`src/rtl/kfs_pkg.sv`:
```
package kfs_pkg;

    localparam int TIME_W      = 32;
    localparam int FRAME_W     = 12;
    localparam int BLEND_W     = 17;
    localparam int LERP_W      = 16;
    localparam int MODE_W      = 2;
    localparam int FCOUNT_W    = 13;
    localparam int DUR_W       = 31;
    localparam int LEVELS_W    = 10;
    localparam int CFG_W       = 31;
    localparam int CFG_IDX_W   = 3;
    localparam int MAX_FRAMES_DEF = 4096;

    localparam logic [MODE_W-1:0] MODE_CLAMP  = 2'd0;
    localparam logic [MODE_W-1:0] MODE_WRAP   = 2'd1;
    localparam logic [MODE_W-1:0] MODE_MIRROR = 2'd2;

    localparam logic [BLEND_W-1:0] BLEND_ONE = 17'h10000;

    typedef enum logic [CFG_IDX_W-1:0] {
        CFG_PLAY_MODE      = 3'd0,
        CFG_FRAME_COUNT    = 3'd1,
        CFG_DURATION       = 3'd2,
        CFG_DURATION_RECIP = 3'd3,
        CFG_BLEND_LEVELS   = 3'd4
    } cfg_idx_t;

    typedef struct packed {
        logic [MODE_W-1:0]   play_mode;
        logic [FCOUNT_W-1:0] frame_count;
        logic [DUR_W-1:0]    duration;
        logic [DUR_W-1:0]    duration_recip;
        logic [LEVELS_W-1:0] blend_levels;
    } cfg_t;

    typedef struct packed {
        logic [FRAME_W-1:0] cur_frame;
        logic [FRAME_W-1:0] next_frame;
        logic [BLEND_W-1:0] blend;
        logic               no_anim;
    } map_res_t;

endpackage

```
`src/rtl/kfs_quant.sv`:
```
module kfs_quant (
    input  logic                            clk,
    input  logic                            rst_n,
    input  logic [kfs_pkg::LEVELS_W-1:0]    blend_levels,
    input  logic                            in_valid,
    output logic                            in_stall,
    input  kfs_pkg::map_res_t               in_res,
    output logic                            out_valid,
    input  logic                            out_stall,
    output kfs_pkg::map_res_t               out_res
);

    localparam int NDIV  = 4;
    localparam int STEPS = kfs_pkg::LERP_W / NDIV;
    localparam int NST   = NDIV + 1;
    localparam int LW    = kfs_pkg::LEVELS_W;
    localparam int QW    = kfs_pkg::LERP_W;
    localparam int PW    = kfs_pkg::BLEND_W + LW;

    // One restoring division step per quotient bit, STEPS bits per stage.
    function automatic logic [LW+QW-1:0] div_steps(
        input logic [LW-1:0] r_in,
        input logic [QW-1:0] q_in,
        input logic [LW-1:0] d
    );
        logic [LW-1:0] r;
        logic [QW-1:0] q;
        logic [LW:0]   t;
        r = r_in;
        q = q_in;
        for (int j = 0; j < STEPS; j++)
        begin
            t = {r, 1'b0};
            if (t >= {1'b0, d})
            begin
                t = t - {1'b0, d};
                r = t[LW-1:0];
                q = {q[QW-2:0], 1'b1};
            end
            else
            begin
                r = t[LW-1:0];
                q = {q[QW-2:0], 1'b0};
            end
        end
        return {r, q};
    endfunction

    logic [NST-1:0]    hold;
    logic [NST-1:0]    valid_reg;
    kfs_pkg::map_res_t res_reg  [0:NST-1];
    logic              full_reg [0:NDIV-1];
    logic [LW-1:0]     r_reg    [0:NDIV-1];
    logic [QW-1:0]     quo_reg  [0:NDIV-1];
    logic [PW-1:0]     prod;

    always_comb
    begin
        hold[NST-1] = valid_reg[NST-1] && out_stall;
        for (int k = NST - 2; k >= 0; k--)
        begin
            hold[k] = valid_reg[k] && hold[k+1];
        end
    end

    assign in_stall = hold[0];

    always_ff @(posedge clk or negedge rst_n)
    begin
        if (!rst_n)
        begin
            valid_reg <= '0;
        end
        else
        begin
            if (!hold[0])
            begin
                valid_reg[0] <= in_valid;
            end
            for (int k = 1; k < NST; k++)
            begin
                if (!hold[k])
                begin
                    valid_reg[k] <= valid_reg[k-1];
                end
            end
        end
    end

    // A full-scale blend quantizes to exactly one, so it skips the divider.
    assign prod = PW'(in_res.blend) * PW'(blend_levels);

    always_ff @(posedge clk)
    begin
        if (!hold[0])
        begin
            res_reg[0]  <= in_res;
            full_reg[0] <= in_res.blend[kfs_pkg::BLEND_W-1];
            r_reg[0]    <= in_res.blend[kfs_pkg::BLEND_W-1] ? '0 : prod[QW +: LW];
            quo_reg[0]  <= '0;
        end
    end

    for (genvar k = 1; k <= NDIV; k++)
    begin : g_div
        logic [LW+QW-1:0] step;

        assign step = div_steps(r_reg[k-1], quo_reg[k-1], blend_levels);

        if (k < NDIV)
        begin : g_mid
            always_ff @(posedge clk)
            begin
                if (!hold[k])
                begin
                    res_reg[k]  <= res_reg[k-1];
                    full_reg[k] <= full_reg[k-1];
                    r_reg[k]    <= step[QW +: LW];
                    quo_reg[k]  <= step[QW-1:0];
                end
            end
        end
        else
        begin : g_last
            kfs_pkg::map_res_t fin;

            always_comb
            begin
                fin = res_reg[k-1];
                if (blend_levels == '0)
                begin
                    fin.blend = res_reg[k-1].blend;
                end
                else if (full_reg[k-1])
                begin
                    fin.blend = kfs_pkg::BLEND_ONE;
                end
                else
                begin
                    fin.blend = {1'b0, step[QW-1:0]};
                end
            end

            always_ff @(posedge clk)
            begin
                if (!hold[k])
                begin
                    res_reg[k] <= fin;
                end
            end
        end
    end

    assign out_valid = valid_reg[NST-1];
    assign out_res   = res_reg[NST-1];

endmodule

```
`config.mk`:
```
export PLATFORM = sky130hd
export DESIGN_NAME = kfs_quant
export DESIGN_NICKNAME = d
export VERILOG_FILES = /design/src/rtl/kfs_pkg.sv /design/src/rtl/kfs_quant.sv
export SDC_FILE = /design/constraint.sdc
export NUM_CORES = 1
export LEC_CHECK = 0
export BUFFER_PORTS_ARGS = -buffer_cell sky130_fd_sc_hd__clkbuf_2
export CAP_MARGIN = 30
export CELL_PAD_IN_SITES_DETAIL_PLACEMENT = 2
export CELL_PAD_IN_SITES_GLOBAL_PLACEMENT = 2
export CORE_MARGIN = 10
export CORE_UTILIZATION = 35
export DETAILED_ROUTE_END_ITERATION = 7
export PLACE_DENSITY = 0.81
export SLEW_MARGIN = 20
export SYNTH_ARGS = -nofsm -noshare
export SYNTH_HDL_FRONTEND = slang
export SYNTH_SLANG_ARGS = --single-unit
```
`constraint.sdc`:
```
create_clock -name clk -period 10.79 [get_ports clk]
set_input_delay 1.6185 -clock clk [delete_from_list [all_inputs] [get_ports clk]]
set_output_delay 1.6185 -clock clk [all_outputs]
set_load 0.1 [all_outputs]
```
==> out/results.ini, run 1 <==
[global_route]
groute.usage.overall_pct = 22.7
grt_max_degree = 56
grt_pass1_vias = 19600
antenna_found_initial = 2
overflow = 0
grt_pass1_wl_mm = 127

[logic_synthesis]
async_flop_share_pct = 1.79
synth_warnings = 0
ys_top_cells_by_area = edfxtp_1, ha_1, fa_1
synthCells = 2021
synth_top_cell_by_area = edfxtp_1
yosysSeqAreaShare_pct = 38.4
synth_edf_count = 274
synth_area_per_cell_sq_um = 10.8
synth_seq_cells = 279
yosys.cell_types.count = 77
syn-cell-area_sq_um = 21700
synthesis.nets = 2402
synth_ff_type = edfxtp_1
yosysTopAreaCellShare_pct = 37.9
yosysMostFrequentCell = edfxtp_1
synth_top_cells_by_count = edfxtp_1, ha_1, nand2_1

[sta]
period_minus_slack_ns = 10.44
setup_violations = 0
max_freq_ghz = 0.0958
whs_ns = 0.399
maxSlewHeadroom_pct = 36.3
final_hold_viol_count = 0
fin_skew_ns = 0.0406
post-route-period-util_pct = 96.7
tightest_slew_ns = 0.955
finalMaxSlewViolations = 0
tns_ns = 0

[cts]
tritoncts = yes
h-tree-depth = 2
cts_root_buffer = clkbuf_16
clk_latency_ns = 0.58
clock_path_buffers = 3
clock-sinks = 279
cts_buffers = 35
clkTransAtPathRegs_ns = 0.06

[finish]
largest_register_ffs = 210
area.growth.synth_to_final_pct = 13.2
final_nets = 2514
drive_gt1_share_pct = 15.4
final_design_area_no_fill_sq_um = 24600

[critical_path]
rr_startpoint = r_reg[2][0]$_SDFFCE_PP0N_
r2r_slack_ns = 1.26
r2r_end = r_reg[3][6]$_DFFE_PN_
worstPathArrival_ns = 10.73
path_class = in -> reg
cp_slowest_cell = ha_1
cp.required_ns = 11.08
cp_slowest_stage_delay_ns = 0.42
startpoint = blend_levels[3]
cp_max_fo = 11
end_kind = flip-flop
r2r_cells = 39
cp-start-kind = primary input

[flow_run]
maxCapViolCount = 0

[route]
vias_per_cell = 5.72
wire_per_inst_um = 28.4
drc_errors = 0
first_pass_iters = 5
drtIter0Drc = 1138
antenna_left = 0
drt_wl_total_mm = 85.2
dr_total_vias = 17100

[floorplan]
die_h_um = 269
start_util_pct = 35.3
fp.coreArea_sq_um = 61600
die_area_sq_um = 72500
core.rowCount = 91
die_w_um = 269
ioPinCount = 100

[min_path]
holdPathStages = 0
min_from = res_reg[0][165]$_DFFE_PN_
min_to = res_reg[0][207]$_DFFE_PN_
min_path_type = reg -> reg

[placement]
place_congestion = 0.897
io_buffer_count = 99
placed_cell_area_sq_um = 23300
hpwl_mm = 61.8

[status]
status = finished, final reports clean

## layout by cell type (no fill, tap or decap), types with 33 or more instances in the layout
| master | Yosys | routed |
|---|---|---|
| nand2b_1 | 43 | 43 |
| o21ai_0 | 84 | 81 |
| clkbuf_16 | 0 | 35 |
| xnor2_1 | 73 | 73 |
| and2_1 | 79 | 79 |
| ha_1 | 205 | 205 |
| fa_1 | 120 | 120 |
| a21o_1 | 50 | 50 |
| nand2_1 | 182 | 179 |
| mux2_2 | 52 | 52 |
| a21oi_1 | 100 | 98 |
| o21a_1 | 37 | 37 |
| nor3_1 | 33 | 33 |
| clkbuf_2 | 0 | 99 |
| xor2_1 | 45 | 45 |
| nor2_1 | 112 | 111 |
| buf_4 | 44 | 78 |
| inv_1 | 149 | 148 |
| edfxtp_1 | 274 | 274 |
## worst max path at each step
stage                                end  cells past startpoint
2_1_floorplan      r_reg[3][1]$_DFFE_PN_                     42
3_3_place_gp   res_reg[0][169]$_DFFE_PN_                     37
3_5_place_dp   res_reg[0][169]$_DFFE_PN_                     38
4_1_cts            r_reg[3][6]$_DFFE_PN_                     39
5_1_grt        res_reg[0][169]$_DFFE_PN_                     37
6_report       res_reg[0][169]$_DFFE_PN_                     39
## worst max-delay path: cells and delay by family
family	cells	cell delay [ns]
mux	2	0.78
simple gates	6	1.21
fa+ha+maj	4	1.50
compound gates	22	4.70
buf+inv	5	0.91
## cells by family (layout without fill, tap and decap cells)
group,after synthesis,in the layout,share of synthesized area (%)
multiplexers,67,67,3.44
flip-flops,279,279,38.4
adder cells (fa/ha/maj),325,325,22.9
XOR/XNOR,118,118,4.75
AND/OR/NAND/NOR,573,573,13.0
buffers and inverters,253,392,5.15
other,0,1,0
AO/OA/AOI/OAI,406,406,12.4
## layout make-up
class / instances / area [sq um]
timing repair buffer: 178 / 1100
clock inverter: 24 / 267
sequential: 279 / 8350
antenna: 1 / 2.50
clock buffer: 40 / 895
multi-input combinational: 1489 / 12400
inverter: 150 / 563
tap: 837 / 1050
fill: 6421 / 37000
## stage by stage
step	worst slack (ns)	utilization, %	instances
after global routing	-0.0753	39.9	2998
final	0.352	39.9	2998
after detailed placement	-0.776	37.8	2924
after floorplan	0.274	-	2021
after global placement	0.181	37.8	2924
after CTS	0.0875	39.7	2988
## routing by layer
layer / vias up / part of all wire, % / global-route usage, %
met5: - / 0 / 0
met4: 0 / 5.4 / 11.6
met3: 246 / 4.5 / 2.74
met2: 609 / 50 / 40.2
met1: 8904 / 40 / 26.6
li1: 7384 / - / -
## repair_timing
| action | CTS | global route |
|---|---|---|
| hold buffers | 0 | 0 |
| setup buffers | 0 | 9 |
| setup endpoints to repair | 1 | 23 |
| resized for setup | 6 | 16 |
| pin swaps | 0 | 3 |
Power of run 1 is left out: the tool's default activity adds up to more than one toggle a clock period on the data nets, which glitch-free logic cannot reach.
==> inputs of run 2 (changes only) <==
Settings changed: ABC_AREA from default to 1, PLACE_DENSITY 0.81 to 0.85.
Clock period 10.79 ns to 11 ns, I/O delays scaled along.
==> run 2 against run 1 <==
  * Sequential cell count unchanged
  * First-iteration DRC count up 30%
  * Synthesized cell count up 27%
  * Via count up 16%
  * Largest cell class unchanged
  * Final cell count up 17%
  * Design area up 2.0%
  * Register-to-register slack better by 0.91 ns
  * Critical endpoint is now r_reg[3][6]$_DFFE_PN_
  * Routed wire length up 18%
  * Critical path depth up 2
==> out/results.ini, run 2 <==
[sta]
tns_ns = 0  ; unchanged
rsz0062_at_grt = false
setup_violations = 0  ; unchanged
fin_skew_ns = 0.0322  ; -0.00840 ns
tightest_slew_ns = 0.947  ; -0.00809 ns
final_hold_viol_count = 0  ; unchanged
maxSlewHeadroom_pct = 36.9  ; +0.54 points
period_minus_slack_ns = 10.54
max_freq_ghz = 0.0949
finalMaxSlewViolations = 0  ; unchanged
post-route-period-util_pct = 95.8
layout_setup_ws_ns = 0.460  ; +0.108 ns

[route]
wire_per_inst_um = 28.6  ; +0.53%
vias_per_cell = 5.67  ; -0.88%
dr_total_vias = 19900  ; +16%
first_pass_iters = 5  ; unchanged
drc_errors = 0  ; unchanged
drt_wl_total_mm = 100  ; +18%
antenna_left = 0  ; unchanged
drtIter0Drc = 1477  ; +30%

[global_route]
overflow = 0  ; unchanged
grt_pass1_vias = 23300  ; +19%
grt_pass1_wl_mm = 148  ; +17%
antenna_found_initial = 4  ; +2
grt_max_degree = 66  ; +18%
groute.usage.overall_pct = 26.2  ; +3.5 points

[cts]
cts_buffers = 34  ; -2.9%
tritoncts = yes
clkTransAtPathRegs_ns = 0.07  ; about the same
clock_path_buffers = 3  ; unchanged
ctsHoldBuffers = 0  ; unchanged
h-tree-depth = 2  ; unchanged
clk_latency_ns = 0.58  ; about the same
clock-sinks = 279  ; unchanged
cts_root_buffer = clkbuf_16

[logic_synthesis]
yosysTopAreaCellShare_pct = 36.0  ; -1.8 points
syn-cell-area_sq_um = 22800  ; +5.1%
yosys.cell_types.count = 63  ; -18%
yosysMostFrequentCell = nand2_1
synthCells = 2569  ; +27%
synth_seq_cells = 279  ; unchanged
synth_ff_type = edfxtp_1
synth_top_cell_by_area = edfxtp_1
yosysSeqAreaShare_pct = 36.6  ; -1.9 points
ys_top_cells_by_area = edfxtp_1, nand2_1, ha_1
synth_top_cells_by_count = nand2_1, inv_1, edfxtp_1
synth_warnings = 0  ; unchanged
synth_area_per_cell_sq_um = 8.89  ; -17%
synth_edf_count = 274  ; unchanged
synthesis.nets = 2950  ; +23%
async_flop_share_pct = 1.79  ; unchanged

[critical_path]
path_delay_family = simple AND/OR/NAND/NOR gates
cp_slowest_stage_delay_ns = 0.50  ; +0.08 ns
cp.required_ns = 11.31  ; +0.23 ns
end_kind = flip-flop
worstPathArrival_ns = 10.85  ; +0.12 ns
cp_max_fo = 19  ; +8
cp_slowest_cell = clkbuf_2
path_common_cell = nand2_1
cp-start-kind = primary input
cp_num_buf_inv = 5  ; unchanged
path_class = in -> reg

[floorplan]
start_util_pct = 35.4  ; +0.087 points
fp.coreArea_sq_um = 64600  ; +4.8%
ioPinCount = 100  ; unchanged
die_w_um = 275  ; +2.3%
core.rowCount = 93  ; +2.2%
die_area_sq_um = 75900  ; +4.7%
die_h_um = 275  ; +2.3%

[placement]
place_congestion = 0.875  ; -2.5%
dp_slack_ns = 0.215  ; +0.991 ns
io_buffer_count = 99  ; unchanged
hpwl_mm = 75.4  ; +22%

[finish]
drive_gt1_share_pct = 10.1  ; -5.3 points
final_cell_mix = nand2_1, inv_1, edfxtp_1
area.growth.synth_to_final_pct = 9.81
largest_register_ffs = 210  ; unchanged
final_nets = 3010  ; +20%
layout_commonest_cell = nand2_1

[status]
status = finished, final reports clean

[flow_run]
maxCapViolCount = 0  ; unchanged

[min_path]
min_path_type = reg -> reg

-- run 2: metrics by stage --
stage	hold WS [ns]	instance area, sq um	cells	util, %
after global routing	0.418	25100	3507	38.8
after floorplan	0.400	22800	2569	-
final	0.409	25100	3508	38.8
after CTS	0.417	25000	3505	38.7
after global placement	0.401	24000	3445	37.1
after detailed placement	0.405	24000	3446	37.2
-- run 2: logic make-up after synthesis --
kind of cell / after synthesis / synth area share, %
AND/OR/NAND/NOR: 1048 / 19.8
flip-flops: 279 / 36.6
buffers and inverters: 469 / 8.74
XOR/XNOR: 121 / 4.64
adder cells (fa/ha/maj): 325 / 21.7
AO/OA/AOI/OAI: 327 / 8.49
-- run 2: worst reg2reg max path: cells and delay by family (launching register included) --
kind / cells / cell delay [ns]
adder cells (fa/ha/maj): 5 / 1.67
buffers and inverters: 2 / 0.12
AO/OA/AOI/OAI: 12 / 2.80
AND/OR/NAND/NOR: 19 / 3.43
flip-flops: 1 / 0.55
-- run 2: worst paths after layout --
kind / from / endpoint / slack [ns] / cells past startpoint
max in group asynchronous: rst_n / valid_reg[4]$_DFFE_PN0N_ / 9.94 / 1
setup reg to reg: r_reg[2][0]$_SDFFCE_PP0N_ / r_reg[3][6]$_DFFE_PN_ / 2.17 / 38
hold reg to reg: res_reg[0][50]$_DFFE_PN_ / res_reg[0][92]$_DFFE_PN_ / 0.41 / 0
hold / removal: res_reg[0][50]$_DFFE_PN_ / res_reg[0][92]$_DFFE_PN_ / 0.41 / 0
setup / recovery: blend_levels[4] / r_reg[3][6]$_DFFE_PN_ / 0.46 / 41
min in group asynchronous: rst_n / valid_reg[2]$_DFFE_PN0N_ / 0.91 / 1
-- run 2: layout make-up --
cell class                 instances  area, sq um
multi-input combinational       1821        12500
inverter                         366         1380
tap                              855         1070
sequential                       279         8350
clock buffer                      44          918
antenna                            1         2.50
clock inverter                    15         96.3
timing repair buffer             127          758
fill                            7230        39500
-- run 2: what timing repair did --
item,4_1_cts,5_1_grt
endpoints found under the hold margin,0,0
buffers inserted,0,0
resized for setup,0,2
endpoints found under the setup margin,0,11
-- run 2: per-layer routing --
layer	track usage [%]	vias up	share of wire, %	wire [um]
met3	4.95	444	4.8	4820
met5	0	-	0.028	28
met1	25.7	10100	34	34500
met2	47.9	785	52	52100
li1	-	8528	-	-
met4	20.8	4	8.7	8740
Power of run 2 is left out for the same reason.
